$ cat config.mk
export PLATFORM = sky130hd
export DESIGN_NAME = onewire_rom_search_engine_flat
export DESIGN_NICKNAME = d
export VERILOG_FILES = /design/src/hw/rtl/owrs_pkg.sv /design/src/hw/rtl/owrs_if.sv /design/src/hw/rtl/onewire_rom_search_engine.sv /design/src/hw/rtl/owrs_step.sv /design/src/flat_wrapper.sv
export VERILOG_INCLUDE_DIRS = /design/src /design/src/hw/rtl
export SDC_FILE = /design/constraint.sdc
export NUM_CORES = 1
export LEC_CHECK = 0
export BUFFER_PORTS_ARGS = -buffer_cell sky130_fd_sc_hd__buf_2
export CAP_MARGIN = 10
export CORE_UTILIZATION = 60
export CTS_CLUSTER_DIAMETER = 30
export DETAILED_ROUTE_END_ITERATION = 12
export PLACE_DENSITY = 0.79
export SYNTH_ARGS = -nofsm -noshare
export SYNTH_HDL_FRONTEND = slang
export SYNTH_HIERARCHICAL = 1
export SYNTH_SLANG_ARGS = --single-unit
$ cat constraint.sdc
create_clock -name clk -period 7 [get_ports clk]
set_input_delay 0.7 -clock clk [delete_from_list [all_inputs] [get_ports clk]]
set_output_delay 0.7 -clock clk [all_outputs]
set_load 0.02 [all_outputs]
$ cat src/hw/rtl/assert_macros.svh
// Assertion macros shared by the RTL of the 1-Wire search engine.
`ifndef ASSERT_MACROS_SVH
`define ASSERT_MACROS_SVH

// Checks a property on every rising clock edge while reset is released.
`define ASSERT_CLK(label, clk, rst_n, prop) \
    label: assert property (@(posedge clk) disable iff (!rst_n) (prop)) \
        else $error("assertion failed");

// Checks that a condition never holds while reset is released.
`define ASSERT_NEVER(label, clk, rst_n, cond) \
    label: assert property (@(posedge clk) disable iff (!rst_n) !(cond)) \
        else $error("forbidden condition seen");

`endif

$ cat src/hw/rtl/owrs_pkg.sv
// Types and constants of the 1-Wire ROM search engine.
package owrs_pkg;

    localparam int unsigned RomWidth = 64;
    localparam int unsigned PosWidth = 7;
    localparam int unsigned FamWidth = 8;
    localparam int unsigned FdWidth  = 4;

    localparam logic [7:0]          SEARCH_NORMAL = 8'hF0;
    localparam logic [7:0]          SEARCH_ALARM  = 8'hEC;
    localparam logic [PosWidth-1:0] POS_START     = 7'd1;
    localparam logic [PosWidth-1:0] ROM_BITS      = 7'd64;
    localparam logic [PosWidth-1:0] FAMILY_LIMIT  = 7'd9;
    localparam logic [PosWidth-1:0] POS_END       = 7'd65;

    typedef enum logic [1:0] {
        CMD_RESTART = 2'd0,
        CMD_TARGET  = 2'd1,
        CMD_BEGIN   = 2'd2,
        CMD_PAIR    = 2'd3
    } cmd_t;

    typedef enum logic [1:0] {
        ACT_NONE    = 2'd0,
        ACT_COMMAND = 2'd1,
        ACT_BIT     = 2'd2
    } action_t;

    typedef struct packed {
        cmd_t                cmd;
        logic [FamWidth-1:0] family_byte;
        logic                presence;
        logic                search_sel;
        logic                id_bit;
        logic                cmp_bit;
    } item_t;

    typedef struct packed {
        action_t             action;
        logic                direction;
        logic [7:0]          rom_command;
        logic                pass_done;
        logic                found;
        logic [RomWidth-1:0] rom_id;
        logic [FdWidth-1:0]  family_discrepancy;
    } result_t;

    typedef struct packed {
        logic [RomWidth-1:0] rom_bits;
        logic [PosWidth-1:0] last_disc;
        logic [FdWidth-1:0]  last_family_disc;
        logic                last_device;
        logic                in_pass;
        logic [PosWidth-1:0] bit_position;
        logic [PosWidth-1:0] last_zero_pos;
    } search_state_t;

endpackage

$ cat src/hw/rtl/owrs_if.sv
// Valid/ready channel interfaces for items and results of the search engine.
interface owrs_item_if;
    import owrs_pkg::*;
    logic                valid;
    logic                ready;
    logic [1:0]          cmd;
    logic [FamWidth-1:0] family_byte;
    logic                presence;
    logic                search_sel;
    logic                id_bit;
    logic                cmp_bit;

    modport source (output valid, cmd, family_byte, presence, search_sel, id_bit,
                    cmp_bit, input ready);
    modport sink (input valid, cmd, family_byte, presence, search_sel, id_bit,
                  cmp_bit, output ready);
endinterface

interface owrs_result_if;
    import owrs_pkg::*;
    logic                valid;
    logic                ready;
    logic [1:0]          action;
    logic                direction;
    logic [7:0]          rom_command;
    logic                pass_done;
    logic                found;
    logic [RomWidth-1:0] rom_id;
    logic [FdWidth-1:0]  family_discrepancy;

    modport source (output valid, action, direction, rom_command, pass_done, found,
                    rom_id, family_discrepancy, input ready);
    modport sink (input valid, action, direction, rom_command, pass_done, found,
                  rom_id, family_discrepancy, output ready);
endinterface

$ cat src/hw/rtl/onewire_rom_search_engine.sv
// Top level of the 1-Wire ROM search engine with its result buffer.
//
//   channel | direction | transfer carries
//   --------+-----------+---------------------------------------------------
//   item    | in        | cmd, family_byte, presence, search_sel, id bits
//   result  | out       | action, direction, rom_command, pass status, rom_id
//
// Every item produces exactly one registered result; a new item can be taken
// in every cycle while the skid slot is empty. The search state lives in one
// register set updated at the item transfer, so the next item already sees it.
// Reset clears the search state and empties both result slots. When the
// result side stalls, one more item is taken into a skid slot; item.ready
// drops only while that skid slot is full.
`include "assert_macros.svh"

module onewire_rom_search_engine (
    input  logic          clk,
    input  logic          rst_n,
    owrs_item_if.sink     item,
    owrs_result_if.source result
);
    import owrs_pkg::*;

    search_state_t state_reg;
    search_state_t state_next;
    item_t         item_in;
    result_t       step_res;

    result_t out_data_reg;
    logic    out_valid_reg;
    result_t skid_data_reg;
    logic    skid_valid_reg;

    logic push;
    logic pop;

    assign item_in.cmd         = cmd_t'(item.cmd);
    assign item_in.family_byte = item.family_byte;
    assign item_in.presence    = item.presence;
    assign item_in.search_sel  = item.search_sel;
    assign item_in.id_bit      = item.id_bit;
    assign item_in.cmp_bit     = item.cmp_bit;

    owrs_step u_step (
        .cur  (state_reg),
        .item (item_in),
        .nxt  (state_next),
        .res  (step_res)
    );

    assign item.ready = !skid_valid_reg;
    assign push       = item.valid && item.ready;
    assign pop        = out_valid_reg && result.ready;

    // Search state advances once per accepted item.
    always_ff @(posedge clk or negedge rst_n)
    begin
        if (!rst_n)
        begin
            state_reg <= '{bit_position: POS_START, default: '0};
        end
        else if (push)
        begin
            state_reg <= state_next;
        end
    end

    // Output register plus one skid slot. New results go straight to the
    // output slot unless it is holding a result that is not being taken.
    always_ff @(posedge clk or negedge rst_n)
    begin
        if (!rst_n)
        begin
            out_valid_reg  <= 1'b0;
            skid_valid_reg <= 1'b0;
        end
        else if (skid_valid_reg)
        begin
            if (pop)
            begin
                out_valid_reg  <= 1'b1;
                skid_valid_reg <= 1'b0;
            end
        end
        else if (push)
        begin
            if (!out_valid_reg || pop)
                out_valid_reg <= 1'b1;
            else
                skid_valid_reg <= 1'b1;
        end
        else if (pop)
        begin
            out_valid_reg <= 1'b0;
        end
    end

    always_ff @(posedge clk)
    begin
        if (skid_valid_reg)
        begin
            if (pop)
                out_data_reg <= skid_data_reg;
        end
        else if (push)
        begin
            if (!out_valid_reg || pop)
                out_data_reg <= step_res;
            else
                skid_data_reg <= step_res;
        end
    end

    assign result.valid              = out_valid_reg;
    assign result.action             = out_data_reg.action;
    assign result.direction          = out_data_reg.direction;
    assign result.rom_command        = out_data_reg.rom_command;
    assign result.pass_done          = out_data_reg.pass_done;
    assign result.found              = out_data_reg.found;
    assign result.rom_id             = out_data_reg.rom_id;
    assign result.family_discrepancy = out_data_reg.family_discrepancy;

    // The skid slot is only ever used behind a full output slot.
    `ASSERT_NEVER(a_skid_alone, clk, rst_n, skid_valid_reg && !out_valid_reg)
    // An item taken while the output is stalled must land in the skid slot.
    `ASSERT_CLK(a_skid_fill, clk, rst_n, (push && out_valid_reg && !result.ready) |=> skid_valid_reg)
    // A found ROM is always reported at the end of a pass.
    `ASSERT_CLK(a_found_done, clk, rst_n, (out_valid_reg && result.found) |-> result.pass_done)
    // During a pass the bit position stays within the 64 ROM bits.
    `ASSERT_CLK(a_pos_range, clk, rst_n, state_reg.in_pass |-> (state_reg.bit_position >= POS_START && state_reg.bit_position <= ROM_BITS))

endmodule

$ cat src/hw/rtl/owrs_step.sv
// Decision logic of one search item: next search state and the result it causes.
module owrs_step (
    input  owrs_pkg::search_state_t cur,
    input  owrs_pkg::item_t         item,
    output owrs_pkg::search_state_t nxt,
    output owrs_pkg::result_t       res
);
    import owrs_pkg::*;

    always_comb
    begin
        logic                dir;
        logic [5:0]          idx;
        logic [PosWidth-1:0] bp_inc;

        nxt    = cur;
        res    = '0;
        dir    = 1'b0;
        idx    = cur.bit_position[5:0] - 6'd1;
        bp_inc = cur.bit_position + POS_START;
        res.action = ACT_NONE;

        case (item.cmd)
            CMD_RESTART:
            begin
                nxt.rom_bits         = '0;
                nxt.last_disc        = '0;
                nxt.last_family_disc = '0;
                nxt.last_device      = 1'b0;
                nxt.in_pass          = 1'b0;
                nxt.bit_position     = POS_START;
                nxt.last_zero_pos    = '0;
            end
            CMD_TARGET:
            begin
                nxt.rom_bits         = {{(RomWidth-FamWidth){1'b0}}, item.family_byte};
                nxt.last_disc        = ROM_BITS;
                nxt.last_family_disc = '0;
                nxt.last_device      = 1'b0;
                nxt.in_pass          = 1'b0;
            end
            CMD_BEGIN:
            begin
                nxt.in_pass = 1'b0;
                if (cur.last_device || !item.presence)
                begin
                    nxt.last_disc        = '0;
                    nxt.last_family_disc = '0;
                    nxt.last_device      = 1'b0;
                    res.pass_done        = 1'b1;
                end
                else
                begin
                    nxt.in_pass       = 1'b1;
                    nxt.bit_position  = POS_START;
                    nxt.last_zero_pos = '0;
                    res.action        = ACT_COMMAND;
                    res.rom_command   = item.search_sel ? SEARCH_NORMAL : SEARCH_ALARM;
                end
            end
            CMD_PAIR:
            begin
                if (cur.in_pass)
                begin
                    if (item.id_bit && item.cmp_bit)
                    begin
                        // No device answered this slot: the pass fails.
                        nxt.in_pass          = 1'b0;
                        nxt.last_disc        = '0;
                        nxt.last_family_disc = '0;
                        nxt.last_device      = 1'b0;
                        res.pass_done        = 1'b1;
                    end
                    else
                    begin
                        if (item.id_bit != item.cmp_bit)
                        begin
                            dir = item.id_bit;
                        end
                        else
                        begin
                            // Discrepancy: follow the previous path below the last
                            // branch point, take the one branch at it, else zero.
                            if (cur.bit_position < cur.last_disc)
                                dir = cur.rom_bits[idx];
                            else
                                dir = (cur.bit_position == cur.last_disc);
                            if (!dir)
                            begin
                                nxt.last_zero_pos = cur.bit_position;
                                if (cur.bit_position < FAMILY_LIMIT)
                                    nxt.last_family_disc = cur.bit_position[FdWidth-1:0];
                            end
                        end
                        nxt.rom_bits[idx] = dir;
                        nxt.bit_position  = bp_inc;
                        res.action        = ACT_BIT;
                        res.direction     = dir;
                        if (bp_inc >= POS_END)
                        begin
                            nxt.in_pass   = 1'b0;
                            res.pass_done = 1'b1;
                            nxt.last_disc = nxt.last_zero_pos;
                            if (nxt.last_zero_pos == '0)
                                nxt.last_device = 1'b1;
                            if (nxt.rom_bits[FamWidth-1:0] == '0)
                            begin
                                nxt.last_disc        = '0;
                                nxt.last_family_disc = '0;
                                nxt.last_device      = 1'b0;
                            end
                            else
                            begin
                                res.found  = 1'b1;
                                res.rom_id = nxt.rom_bits;
                            end
                        end
                    end
                end
            end
            default:
            begin
            end
        endcase

        res.family_discrepancy = nxt.last_family_disc;
    end

endmodule

$ cat src/flat_wrapper.sv
// flat-port wrapper written by rule: the top's interface ports become plain ports
module onewire_rom_search_engine_flat import owrs_pkg::*;
  (clk, rst_n, item_valid, item_cmd, item_family_byte, item_presence, item_search_sel, item_id_bit, item_cmp_bit, item_ready, result_valid, result_action, result_direction, result_rom_command, result_pass_done, result_found, result_rom_id, result_family_discrepancy, result_ready);
  owrs_item_if item_i ();
  owrs_result_if result_i ();
  input  logic clk;
  input  logic rst_n;
  input wire logic [$bits(item_i.valid)-1:0] item_valid;
  input wire logic [$bits(item_i.cmd)-1:0] item_cmd;
  input wire logic [$bits(item_i.family_byte)-1:0] item_family_byte;
  input wire logic [$bits(item_i.presence)-1:0] item_presence;
  input wire logic [$bits(item_i.search_sel)-1:0] item_search_sel;
  input wire logic [$bits(item_i.id_bit)-1:0] item_id_bit;
  input wire logic [$bits(item_i.cmp_bit)-1:0] item_cmp_bit;
  output wire logic [$bits(item_i.ready)-1:0] item_ready;
  output wire logic [$bits(result_i.valid)-1:0] result_valid;
  output wire logic [$bits(result_i.action)-1:0] result_action;
  output wire logic [$bits(result_i.direction)-1:0] result_direction;
  output wire logic [$bits(result_i.rom_command)-1:0] result_rom_command;
  output wire logic [$bits(result_i.pass_done)-1:0] result_pass_done;
  output wire logic [$bits(result_i.found)-1:0] result_found;
  output wire logic [$bits(result_i.rom_id)-1:0] result_rom_id;
  output wire logic [$bits(result_i.family_discrepancy)-1:0] result_family_discrepancy;
  input wire logic [$bits(result_i.ready)-1:0] result_ready;
  assign item_i.valid = item_valid;
  assign item_i.cmd = item_cmd;
  assign item_i.family_byte = item_family_byte;
  assign item_i.presence = item_presence;
  assign item_i.search_sel = item_search_sel;
  assign item_i.id_bit = item_id_bit;
  assign item_i.cmp_bit = item_cmp_bit;
  assign item_ready = item_i.ready;
  assign result_valid = result_i.valid;
  assign result_action = result_i.action;
  assign result_direction = result_i.direction;
  assign result_rom_command = result_i.rom_command;
  assign result_pass_done = result_i.pass_done;
  assign result_found = result_i.found;
  assign result_rom_id = result_i.rom_id;
  assign result_family_discrepancy = result_i.family_discrepancy;
  assign result_i.ready = result_ready;
  onewire_rom_search_engine u_core (.clk(clk), .rst_n(rst_n), .item(item_i), .result(result_i));
endmodule
* Yosys cells after proc, flatten, opt, wreduce, memory -nomap -nowiden
Cells that the tools add are included.
W data, S select, Z words.
** Cells by class
- Add/subtract/negate cells :: 2
- Order comparisons :: 5
- Equality and inequality tests :: 13
- Multiplexer cells :: 63
- Bitwise operators :: 2
- Reductions and logical operators :: 24
** Operator list (number)
- $mux W81 :: 4
- $mux W65 :: 3
- $pmux W64 S3 :: 1
- $mux W66 :: 2
- $mux W91 :: 1
- $bwmux W64 :: 1
- $mux W64 :: 1
- $pmux W13 S4 :: 1
- $pmux W14 S3 :: 1
- $mux W7 :: 5
- $mux W13 :: 2
- $mux W1 :: 25
- $mux W12 :: 2
- $mux W8 :: 2
- $mux W15 :: 1
- $mux W14 :: 1
- $mux W4 :: 3
- $reduce_and A5 Y1 :: 2
- $reduce_and A3 Y1 :: 3
- $logic_not A8 Y1 :: 1
- $ne A2 B2 Y1 const B :: 4
- $reduce_and A4 Y1 :: 2
- $add A7 B1 Y7 const B :: 1
- $eq A7 B7 Y1 :: 1
- other kinds (27) :: 39
** Storage, ports and cells
- Register bits after elaboration :: 255
- Bits of input ports :: 18
- Output and inout port bits :: 83
- Logic and storage cells :: 132

* Logic depth before layout (Yosys ltp)
Gate-level depths: netlist (run 1).
- Word-level depth :: 23
- Gate-level depth with buffers :: 17

* Cells and area by module
The synthesis (run 1) kept the hierarchy.
** By module, submodules not included
- onewire_rom_search_engine :: instances 1, cells an instance 457, area each 9713.1 sq um
- owrs_step :: instances 1, cells an instance 695, area each 4713.3 sq um

* Worst setup path after synthesis (run 1)
Ideal clock, no wire load.
- Path type :: register to register
- Start :: reg u_core.skid_valid_reg
- End :: reg u_core.out_data_reg, in the netlist u_core/result.action[0], enable pin
- Setup time :: 0.521 ns
- Arrival time :: 4.289 ns
- Path slack :: 2.190 ns
- Cell stages (with the launch flop) :: 6
- Clock period less this slack :: 4.810 ns
- Path through :: dfrtp_1 -> buf_6 -> buf_4 -> buf_6 -> mux2i_1 -> nor2_1
** Between the ends
- Longest elaborated chain between the ends :: 4
** Ends and longest elaborated chain
- start: declaration :: RTL line onewire_rom_search_engine.sv:32 : logic skid_valid_reg;
- start signal: assignment :: RTL line onewire_rom_search_engine.sv:75 : skid_valid_reg <= 1'b0;
- start signal: assignment :: RTL line onewire_rom_search_engine.sv:82 : skid_valid_reg <= 1'b0;
- start signal: assignment :: RTL line onewire_rom_search_engine.sv:90 : skid_valid_reg <= 1'b1;
- $logic_not A1 Y1 :: RTL line onewire_rom_search_engine.sv:51 : assign item.ready = !skid_valid_reg;
- $logic_and A1 B1 Y1 :: RTL line onewire_rom_search_engine.sv:52 : assign push = item.valid && item.ready;
- $reduce_bool A2 Y1 (no source line)
- $reduce_and A3 Y1 (no source line) (*)
- end signal: assignment :: RTL line onewire_rom_search_engine.sv:103 : out_data_reg <= skid_data_reg;
- end signal: assignment :: RTL line onewire_rom_search_engine.sv:108 : out_data_reg <= step_res;
- end: declaration :: RTL line onewire_rom_search_engine.sv:29 : result_t out_data_reg;
Mark *: on every way between the ends. The rest lies on a longest branch, timed or not.
A chain may end at the register's enable or synchronous reset.

==> impl_results.md, run 1 <==
- Run status: finished, final reports clean
- Post-CTS setup repair buffer count: 0
- Iteration count of the initial detailed-routing pass: 6
- Worst path cell trace: inv_1 > ha_1 > inv_2 > mux4_2 > mux2i_1 > a221o_1 > nor4_1 > a2111o_1 > and2b_4 > nand3_4 > a311oi_2 > mux2_2
- Number of flops mapped to enable cells by yosys: 162
- Count of cells along the worst register-to-register path: 12
- Initial core utilization: 61.3%
- Setup total negative slack: 0 ns
- Distinct cells, synth: 76
- Area grow syn2layout: 14.1%
- Fraction of final layout cells sized beyond drive strength 1: 37.4%
- Total of cells resized after clock tree synthesis: 0
- Type of element capturing the critical path: flop
- Number of buffers created by CTS: 47
- Final standard cell utilization of the core: approximately 70%
- Max Clock Skew: between 0.015 and 0.02 ns
- Mapped Cells: 1,152
- Cell at the root of the clock tree: sky130_fd_sc_hd__clkbuf_16
- Overall overflow remaining after global route: 0
- Least-Margin Pin Slew: 1.15 ns
- Switching part of the total: 37.1%
- Area of the die: between 0.02 and 0.025 mm^2
- Antenna cells: 0
- Summed area of non-filler cells in the final layout: 0.0165 mm^2
- Maximum number of buffers from clock root to sink: 3
- Number of vias in the routed layout: between 10,000 and 15,000
- Count of fill cells added during filler insertion: around 1,600
- Area after DPL: between 0.01 and 0.015 mm^2
- Number of flip-flops under the largest register name: 91
- Power, Total: 6700 uW
- Net Sw Power: ~2500 uW
- Flop and latch count out of synthesis: 255
- Launching element type of the critical path: flop
- Count of max-cap constraint violations: 0
- Crit path DAT: 5.69 ns
- Pin count of the biggest net entering global routing: around 110
- Cell at the slowest stage of the critical path: sky130_fd_sc_hd__dfrtp_1
- Routed wirelength normalized by instance count: 22.0 um
- Final weighted congestion of routability-driven global placement: 0.886
- Part of the power in combinational logic: a little over a third
- Overall Global Routing Usage: between 20% and 30%
- Setup slack, reg-to-reg: roughly 1.7 ns
- Clk_lat worst skew: 0.53 ns
- Class of the tightest hold or removal check: in -> async
- Post-Syn Area per Cell: 12.5 um^2
- Hold Buf Count CTS: 0
- Internal power of the cells: 4210 uW
- Die Height: around 160 um
- Antenna violations before repair: 0
- Post-synthesis cell type with the largest combined area: sky130_fd_sc_hd__edfxtp_1
- Period minus WS final: approximately 5.3 ns
- Most used flip-flop cell after synthesis: sky130_fd_sc_hd__edfxtp_1
- Placed wire-length estimate after detailed placement: 20,800 um
- Pwr/cell area: 407 mW/mm^2
- Fraction of registers with async set/reset: 36.5%
- Register clock-pin slew on the reported worst setup and hold paths: approximately 0.050 ns
- Worst EP required: 7.40 ns
- CTS tree: built
- Yosys warns: 6
- Number of nets in the finished design: 1,252
- Drc violations: 0
- Max IR drop VDD: slightly above 0.3 mV
- Fin Hold WS: 0.184 ns
- Number of ports placed on the die boundary: about 100
- Slew HR: 23.5%
- Final count of negative-setup-slack endpoints: 0
- Largest stage delay on the critical path: 0.82 ns
- Deepest level of the CTS H-tree: 2
- Die outline width: approximately 160 um
- Number of placement rows: 56
- Sequential cell area fraction in the yosys report: 49.9%
- Final clock period utilization by the worst path: 75.6%
- Most area-consuming cells after synthesis: sky130_fd_sc_hd__edfxtp_1 (34%), sky130_fd_sc_hd__dfrtp_1 (16%), sky130_fd_sc_hd__mux2_2 (8.4%)
- Buffering stage count on the worst path with inverters included: 2
- Via-to-Cell Ratio: 6.52
- Leakage dissipation: 0.00642 uW
- Global-route wire length before repair: around 54,000 um
- Crit path max-delay family: compound AO/OA/AOI/OAI gates
- Max Fclk: 0.189 GHz
- Sequential Power Share: a little under a third
- Critical path peak fanout: between 60 and 70
- Final ANT Viol Nets: 0
- Share of power burned in the clock network: 33.6%
- Portion of synthesized cell area occupied by the leading cell type: 33.7%
- Number of port buffers: 100
- Number of global-route vias before repair: 9,929
- Final Slew Violations: 0
- Aggregate routed wire length: about 35,000 um
- Number of clock sinks seen by CTS: 255
- Number of DRC markers in iteration 0: 1,180
- Syn Std Cell Area: roughly 0.014 mm^2
- Kind of critical path: reg -> reg
- Hold Vio Cnt, Final: 0
- Path length in cells of the critical path: 12
- Setup repair after global routing missed its margin: false
- Std-Cell Core Area: between 0.02 and 0.025 mm^2
==> power by group through the flow <==
| stage | Combinational (uW) | Clock [uW] | Sequential, uW |
|---|---|---|---|
| 2_1_floorplan | 1530 | 0 | 2360 |
| 3_3_place_gp | 2240 | 0 | 2140 |
| 4_1_cts | 2290 | 2280 | 2130 |
| 5_1_grt | 2450 | 2350 | 2150 |
| 6_report | 2320 | 2250 | 2120 |
| 3_5_place_dp | 2270 | 0 | 2150 |
==> stage by stage <==
stage	std cells	setup WS [ns]
after floorplan	1153	2.19
after global placement	1492	1.96
after detailed placement	1492	1.76
after CTS	1579	1.72
after global routing	1579	1.40
final	1579	1.71
==> placed cells by master, fill, tap and decap left out, types with 5 or more instances in the layout <==
cell / count
sky130_fd_sc_hd__nor2b_1: 5
sky130_fd_sc_hd__nor4_1: 6
sky130_fd_sc_hd__a31oi_1: 9
sky130_fd_sc_hd__a32o_1: 5
sky130_fd_sc_hd__clkinvlp_4: 6
sky130_fd_sc_hd__clkbuf_1: 6
sky130_fd_sc_hd__or3_1: 5
sky130_fd_sc_hd__mux2_4: 68
sky130_fd_sc_hd__clkbuf_16: 49
sky130_fd_sc_hd__inv_1: 18
sky130_fd_sc_hd__mux2i_1: 17
sky130_fd_sc_hd__nor2_1: 84
sky130_fd_sc_hd__a311oi_2: 54
sky130_fd_sc_hd__o21ai_1: 7
sky130_fd_sc_hd__edfxtp_1: 162
sky130_fd_sc_hd__a22o_1: 16
sky130_fd_sc_hd__a21o_1: 7
sky130_fd_sc_hd__nand2b_1: 6
sky130_fd_sc_hd__a21oi_1: 144
sky130_fd_sc_hd__buf_2: 99
sky130_fd_sc_hd__nand2_1: 35
sky130_fd_sc_hd__dfrtp_1: 91
sky130_fd_sc_hd__inv_6: 6
sky130_fd_sc_hd__buf_4: 26
sky130_fd_sc_hd__mux2_2: 107
sky130_fd_sc_hd__a311oi_1: 11
sky130_fd_sc_hd__nand3_1: 15
sky130_fd_sc_hd__and2_1: 5
sky130_fd_sc_hd__ha_1: 12
sky130_fd_sc_hd__o21ai_0: 73
sky130_fd_sc_hd__mux4_2: 12
==> cell usage after synthesis (9+ instances only) <==
master	count
sky130_fd_sc_hd__a21oi_1	144
sky130_fd_sc_hd__a22o_1	16
sky130_fd_sc_hd__a311oi_1	11
sky130_fd_sc_hd__a311oi_2	54
sky130_fd_sc_hd__a31oi_1	9
sky130_fd_sc_hd__buf_2	26
sky130_fd_sc_hd__buf_4	17
sky130_fd_sc_hd__buf_6	15
sky130_fd_sc_hd__clkbuf_1	36
sky130_fd_sc_hd__dfrtp_1	92
sky130_fd_sc_hd__edfxtp_1	162
sky130_fd_sc_hd__ha_1	12
sky130_fd_sc_hd__inv_1	18
sky130_fd_sc_hd__mux2_2	107
sky130_fd_sc_hd__mux2_4	68
sky130_fd_sc_hd__mux2i_1	17
sky130_fd_sc_hd__mux4_2	12
sky130_fd_sc_hd__nand2_1	35
sky130_fd_sc_hd__nand3_1	15
sky130_fd_sc_hd__nor2_1	85
sky130_fd_sc_hd__o21ai_0	73
==> cells by family after synthesis <==
family                   after synthesis  share of synthesized area, %
AO/OA/AOI/OAI                        358                          18.3
XOR/XNOR                               6                         0.364
adder cells (fa/ha/maj)               12                          1.04
buffers and inverters                126                          5.59
flip-flops                           255                          49.9
multiplexers                         205                          18.6
other                                  1                        0.0260
AND/OR/NAND/NOR                      189                          6.27
==> routing by layer <==
| layer | global-route usage (%) | vias to the layer above | routed length [um] |
|---|---|---|---|
| met4 | 13.7 | 0 | 1460 |
| met3 | 5.51 | 127 | 2700 |
| li1 | - | 4584 | - |
| met1 | 38.6 | 5080 | 14300 |
| met2 | 44.3 | 507 | 16300 |
| met5 | 0 | - | 0 |
==> worst paths after layout <==
path | to | from
worst max-delay path | u_core/result.rom_id[19] | u_core/state_reg[8]
worst min-delay path | u_core/state_reg[68] | rst_n
worst max register to register | u_core/result.rom_id[19] | u_core/state_reg[8]
worst min register to register | u_core/state_reg[26] | u_core/state_reg[26]
max in group asynchronous | u_core/skid_valid_reg | rst_n
min in group clk | u_core/skid_valid_reg | result_ready
==> area by class of cell <==
type | count | area (um^2) | share of cell area [%]
Multi-Input combinational cell | 772 | 6470 | 39.3
Clock buffer | 59 | 1300 | 7.92
Tap cell | 319 | 399 | 2.43
Clock inverter | 28 | 298 | 1.81
Timing Repair Buffer | 126 | 711 | 4.32
Sequential cell | 255 | 7200 | 43.7
Inverter | 20 | 75.1 | 0.456
Note: power is estimated with default switching activity, not from simulation.
==> run 2: changes to the inputs <==
--- a/config.mk
+++ b/config.mk
@@ -6,12 +6,13 @@
 export SDC_FILE = /design/constraint.sdc
 export NUM_CORES = 1
 export LEC_CHECK = 0
+export ABC_AREA = 1
 export BUFFER_PORTS_ARGS = -buffer_cell sky130_fd_sc_hd__buf_2
 export CAP_MARGIN = 10
-export CORE_UTILIZATION = 60
+export CORE_UTILIZATION = 55
 export CTS_CLUSTER_DIAMETER = 30
 export DETAILED_ROUTE_END_ITERATION = 12
-export PLACE_DENSITY = 0.79
+export PLACE_DENSITY = 0.77
 export SYNTH_ARGS = -nofsm -noshare
 export SYNTH_HDL_FRONTEND = slang
 export SYNTH_HIERARCHICAL = 1
==> constraint.sdc (replaced) <==
create_clock -name clk -period 4.8 [get_ports clk]
set_input_delay 0.48 -clock clk [delete_from_list [all_inputs] [get_ports clk]]
set_output_delay 0.48 -clock clk [all_outputs]
set_load 0.02 [all_outputs]
==> run 2 against run 1 <==
Against the previous run: count of clock-buffer cells in the layout down 6; critical path depth up 7; combinational power down 24%; synthesized cell count up 50%; die area up 3.0%; cell area down 3.3%; clock skew up 0.012 ns; non-clock buffer count down 5; area after synthesis down 5.6%; critical path type unchanged; largest power group is now clock; highest routed layer unchanged.
==> impl_results.md, run 2 <==
- Post-synthesis cell type with the largest combined area: sky130_fd_sc_hd__edfxtp_1 (unchanged)
- Power, Total: 7770 uW (was 6700 uW)
- Library cell with the highest instance count after synthesis: sky130_fd_sc_hd__nand2_1 (was sky130_fd_sc_hd__edfxtp_1)
- Most common library cell in the layout ignoring fill and taps: sky130_fd_sc_hd__nand2_1 (was sky130_fd_sc_hd__edfxtp_1)
- Critical path peak fanout: 37 (was 61)
- Area grow syn2layout: 16.9% (was 14.1%)
- Number of nets in the finished design: 1,838 (was 1,252)
- Final ANT Viol Nets: 0 (unchanged)
- Sequential cell area fraction in the yosys report: 52.8% (was 49.9%)
- Portion of synthesized cell area occupied by the leading cell type: 35.7% (was 33.7%)
- Pwr/cell area: 488 mW/mm^2 (was 407 mW/mm^2)
- CTS tree: built (unchanged)
- Antenna cells: 0 (unchanged)
- Most used flip-flop cell after synthesis: sky130_fd_sc_hd__edfxtp_1 (unchanged)
- Setup repair after global routing missed its margin: false (unchanged)
- Flop and latch count out of synthesis: 255 (unchanged)
- Worst EP required: 5.08 ns (was 7.40 ns)
- Number of DRC markers in iteration 0: 1,334 (was 1,180)
- Hold Buf Count CTS: 0 (unchanged)
- Area fraction in compound gates after synthesis: 8.14% (was 18.3%)
- Setup slack, reg-to-reg: 0.69 ns (was 1.71 ns)
- Post-synthesis xor/xnor area fraction: 0.707% (was 0.364%)
- Sequential Power Share: 34.0% (was 31.7%)
- Final count of negative-setup-slack endpoints: 0 (unchanged)
- Internal power of the cells: 5170 uW (was 4210 uW)
- Max Clock Skew: 0.0277 ns (was 0.0159 ns)
- Final standard cell utilization of the core: 65.5% (was 69.9%)
- Max Fclk: 0.243 GHz (was 0.189 GHz)
- Count of max-cap constraint violations: 0 (unchanged)
- Placed wire-length estimate after detailed placement: 21,700 um (was 20,800 um)
- Aggregate routed wire length: 36,400 um (was 34,800 um)
- Global-route wire length before repair: 59,400 um (was 54,400 um)
- Number of flops mapped to enable cells by yosys: 162 (unchanged)
- Pin count of the biggest net entering global routing: 92 (was 106)
- Period minus WS final: 4.11 ns (was 5.29 ns)
- Std-Cell Core Area: 0.0243 mm^2 (was 0.0235 mm^2)
- Type of element capturing the critical path: flop (unchanged)
- Post-CTS setup repair buffer count: 0 (unchanged)
- Total instance count after detailed placement: 2,081 (was 1,492)
- Overall overflow remaining after global route: 0 (unchanged)
- Hold Vio Cnt, Final: 0 (unchanged)
- Synthesized-area fraction occupied by adder cells: 1.10% (was 1.04%)
- Run status: finished, final reports clean (unchanged)
- Syn Std Cell Area: 0.0136 mm^2 (was 0.0144 mm^2)
- Non-Filler Instances: 2,172 (was 1,579)
- Via-to-Cell Ratio: 5.59 (was 6.52)
- Number of placement rows: 57 (was 56)
- Iteration count of the initial detailed-routing pass: 8 (was 6)
- Count of cells along the worst register-to-register path: 19 (was 12)
- Number of ports placed on the die boundary: 101 (unchanged)
- Switching part of the total: 33.5% (was 37.1%)
- Overall Global Routing Usage: 29.0% (was 28.5%)
- Launching element type of the critical path: flop (unchanged)
- Cell at the root of the clock tree: sky130_fd_sc_hd__clkbuf_16 (unchanged)
- Number of port buffers: 100 (unchanged)
- Number of clock sinks seen by CTS: 255 (unchanged)
- Routed wirelength normalized by instance count: 16.8 um (was 22.0 um)
- Summed area of non-filler cells in the final layout: 0.0159 mm^2 (was 0.0165 mm^2)
- Kind of critical path: reg -> reg (unchanged)
- Register clock-pin slew on the reported worst setup and hold paths: 0.05 ns (about the same)
- Final Slew Violations: 0 (unchanged)
- Antenna violations before repair: 0 (unchanged)
- Post-Syn Area per Cell: 7.89 um^2 (was 12.5 um^2)
- Total of cells resized after clock tree synthesis: 0 (unchanged)
- Mapped Cells: 1,726 (was 1,152)
- Part of the power in combinational logic: 22.6% (was 34.7%)
- Number of flip-flops under the largest register name: 91 (unchanged)
- Slew HR: 19.2% (was 23.5%)
- Initial core utilization: 56.0% (was 61.3%)
- Crit path DAT: 4.39 ns (was 5.69 ns)
- Leakage dissipation: 0.00711 uW (was 0.00642 uW)
- Class of the tightest hold or removal check: in -> async (unchanged)
- Commonest cells post-synth: sky130_fd_sc_hd__nand2_1 (792), sky130_fd_sc_hd__nor2_1 (177), sky130_fd_sc_hd__edfxtp_1 (162), sky130_fd_sc_hd__o21ai_0 (108), sky130_fd_sc_hd__dfrtp_1 (92) (was sky130_fd_sc_hd__edfxtp_1 (162), sky130_fd_sc_hd__a21oi_1 (144), sky130_fd_sc_hd__mux2_2 (107), sky130_fd_sc_hd__dfrtp_1 (92), sky130_fd_sc_hd__nor2_1 (85))
- Area of the die: 0.0254 mm^2 (was 0.0247 mm^2)
- Yosys warns: 6 (unchanged)
- Commonest cells after routing, fill and taps aside: sky130_fd_sc_hd__nand2_1 (791), sky130_fd_sc_hd__nor2_1 (174), sky130_fd_sc_hd__edfxtp_1 (162), sky130_fd_sc_hd__o21ai_0 (108), sky130_fd_sc_hd__buf_2 (99) (was sky130_fd_sc_hd__edfxtp_1 (162), sky130_fd_sc_hd__a21oi_1 (144), sky130_fd_sc_hd__mux2_2 (107), sky130_fd_sc_hd__buf_2 (99), sky130_fd_sc_hd__dfrtp_1 (91))
- Maximum number of buffers from clock root to sink: 3 (unchanged)
- Simple-gate share of the synthesized area: 30.7% (was 6.27%)
- Deepest level of the CTS H-tree: 2 (unchanged)
- Number of buffers created by CTS: 49 (was 47)
- Combinational family with the most area after synthesis: simple AND/OR/NAND/NOR gates (was multiplexers)
- Proportion of synthesized area in mux cells: 0% (was 18.6%)
- Fraction of registers with async set/reset: 36.5% (unchanged)
- Max IR drop VDD: 0.306 mV (was 0.305 mV)
- Final clock period utilization by the worst path: 85.6% (was 75.6%)
- Number of vias in the routed layout: 12,134 (was 10,298)
- Final weighted congestion of routability-driven global placement: 0.882 (was 0.886)
- Setup total negative slack: 0 ns (unchanged)
- Area after DPL: 0.0143 mm^2 (was 0.0149 mm^2)
- Count of fill cells added during filler insertion: 1,994 (was 1,605)
- Distinct cells, synth: 40 (was 76)
- Drc violations: 0 (unchanged)
- Clk_lat worst skew: 0.55 ns (was 0.53 ns)
- Die outline width: 159 um (was 157 um)
- Net Sw Power: 2610 uW (was 2480 uW)
- Least-Margin Pin Slew: 1.21 ns (was 1.15 ns)
- Number of global-route vias before repair: 11,713 (was 9,929)
- Worst flop-to-flop path endpoint: u_core/result.rom_id[28] (was u_core/result.rom_id[19])
- Fraction of final layout cells sized beyond drive strength 1: 13.1% (was 37.4%)
- Share of power burned in the clock network: 43.4% (was 33.6%)
- Most area-consuming cells after synthesis: sky130_fd_sc_hd__edfxtp_1 (36%), sky130_fd_sc_hd__nand2_1 (22%), sky130_fd_sc_hd__dfrtp_1 (17%) (was sky130_fd_sc_hd__edfxtp_1 (34%), sky130_fd_sc_hd__dfrtp_1 (16%), sky130_fd_sc_hd__mux2_2 (8.4%))
- Reg-to-Reg Start: u_core/state_reg[8] (unchanged)
- Die Height: 159 um (was 157 um)
## run 2: changes by cell type in the layout (fill, tap and decap cells not counted), moves of 12 or more
cell,change
sky130_fd_sc_hd__o211ai_1,+39
sky130_fd_sc_hd__nand3_1,+56
sky130_fd_sc_hd__mux2_2,-107
sky130_fd_sc_hd__mux4_2,-12
sky130_fd_sc_hd__o21ai_0,+35
sky130_fd_sc_hd__nor2_1,+90
sky130_fd_sc_hd__mux2_4,-68
sky130_fd_sc_hd__a21oi_1,-135
sky130_fd_sc_hd__a311oi_2,-54
sky130_fd_sc_hd__a22o_1,-16
sky130_fd_sc_hd__o22ai_1,+14
sky130_fd_sc_hd__nand2_1,+756
sky130_fd_sc_hd__inv_1,+69
sky130_fd_sc_hd__mux2i_1,-17
## run 2: power by group through the flow
| stage | clock network [uW] | logic, uW | registers [uW] |
|---|---|---|---|
| 2_1_floorplan | 0 | 1070 | 2830 |
| 3_3_place_gp | 0 | 1700 | 2680 |
| 3_5_place_dp | 0 | 1720 | 2680 |
| 4_1_cts | 3410 | 1730 | 2650 |
| 5_1_grt | 3510 | 1910 | 2660 |
| 6_report | 3370 | 1760 | 2650 |
## run 2: final cells by class
class                   instances  area [um^2]  share of cell area [%]
clock buffers                  53         1250                    7.86
clock inverters                38          395                    2.48
inverters                     107          402                    2.52
multi-input cells            1274         5570                    35.0
flip-flops and latches        255         7190                    45.2
well taps                     324          405                    2.55
repair buffers                121          698                    4.39
## run 2: cell families (layout without fill, tap and decap cells)
logic type | Yosys count | in the layout
AOI/OAI and AO/OA | 189 | 189
xor gates and xnor gates | 8 | 8
adders and majority gates | 12 | 12
buffers and inverters | 198 | 319
DFF | 255 | 255
other | 1 | 2
and+or+nand+nor | 1063 | 1063
## run 2: layer usage
layer  vias to the layer above  share of wire, %  track usage, %
met5                         -                 0               0
li1                       5767                 -               -
met2                       596                48            50.2
met1                      5685                41            37.4
met3                        86               8.0            4.09
met4                         0               2.7            10.3
## run 2: critical path, stage by stage (launching register included)
cell and delay (ns):
sky130_fd_sc_hd__dfrtp_1 0.47, sky130_fd_sc_hd__inv_1 0.17, sky130_fd_sc_hd__ha_1 0.25, sky130_fd_sc_hd__or2_1 0.21, sky130_fd_sc_hd__nand2_1 0.33, sky130_fd_sc_hd__inv_2 0.19
sky130_fd_sc_hd__nor2_1 0.13, sky130_fd_sc_hd__inv_1 0.06, sky130_fd_sc_hd__nor2_1 0.13, sky130_fd_sc_hd__clkinv_1 0.44, sky130_fd_sc_hd__nor2_1 0.23, sky130_fd_sc_hd__nand3_1 0.10
sky130_fd_sc_hd__nand2_1 0.13, sky130_fd_sc_hd__nand2_1 0.09, sky130_fd_sc_hd__nor2_2 0.15, sky130_fd_sc_hd__nand2_4 0.12, sky130_fd_sc_hd__nand2_4 0.36, sky130_fd_sc_hd__nor2_1 0.14
sky130_fd_sc_hd__nand2_1 0.09, sky130_fd_sc_hd__nand2_1 0.05
## run 2: per-stage QoR
step           setup WS [ns]  hold slack [ns]
2_1_floorplan          0.146            0.184
3_3_place_gp           0.892            0.462
5_1_grt                0.326           0.0640
6_report               0.689          0.00900
3_5_place_dp           0.775            0.469
4_1_cts                0.750           0.0377
## run 2: how the worst max path moves through the flow
stage / to / startpoint / cells after the start
finish: u_core/result.rom_id[28] / u_core/state_reg[8] / 19
CTS: u_core/result.rom_id[11] / u_core/state_reg[8] / 19
global route: u_core/result.rom_id[19] / u_core/state_reg[8] / 19
global placement: u_core/state_reg[24] / u_core/state_reg[7] / 21
floorplan: u_core/skid_data_reg[0] / item_valid / 3
detailed placement: u_core/result.rom_id[50] / u_core/state_reg[8] / 19
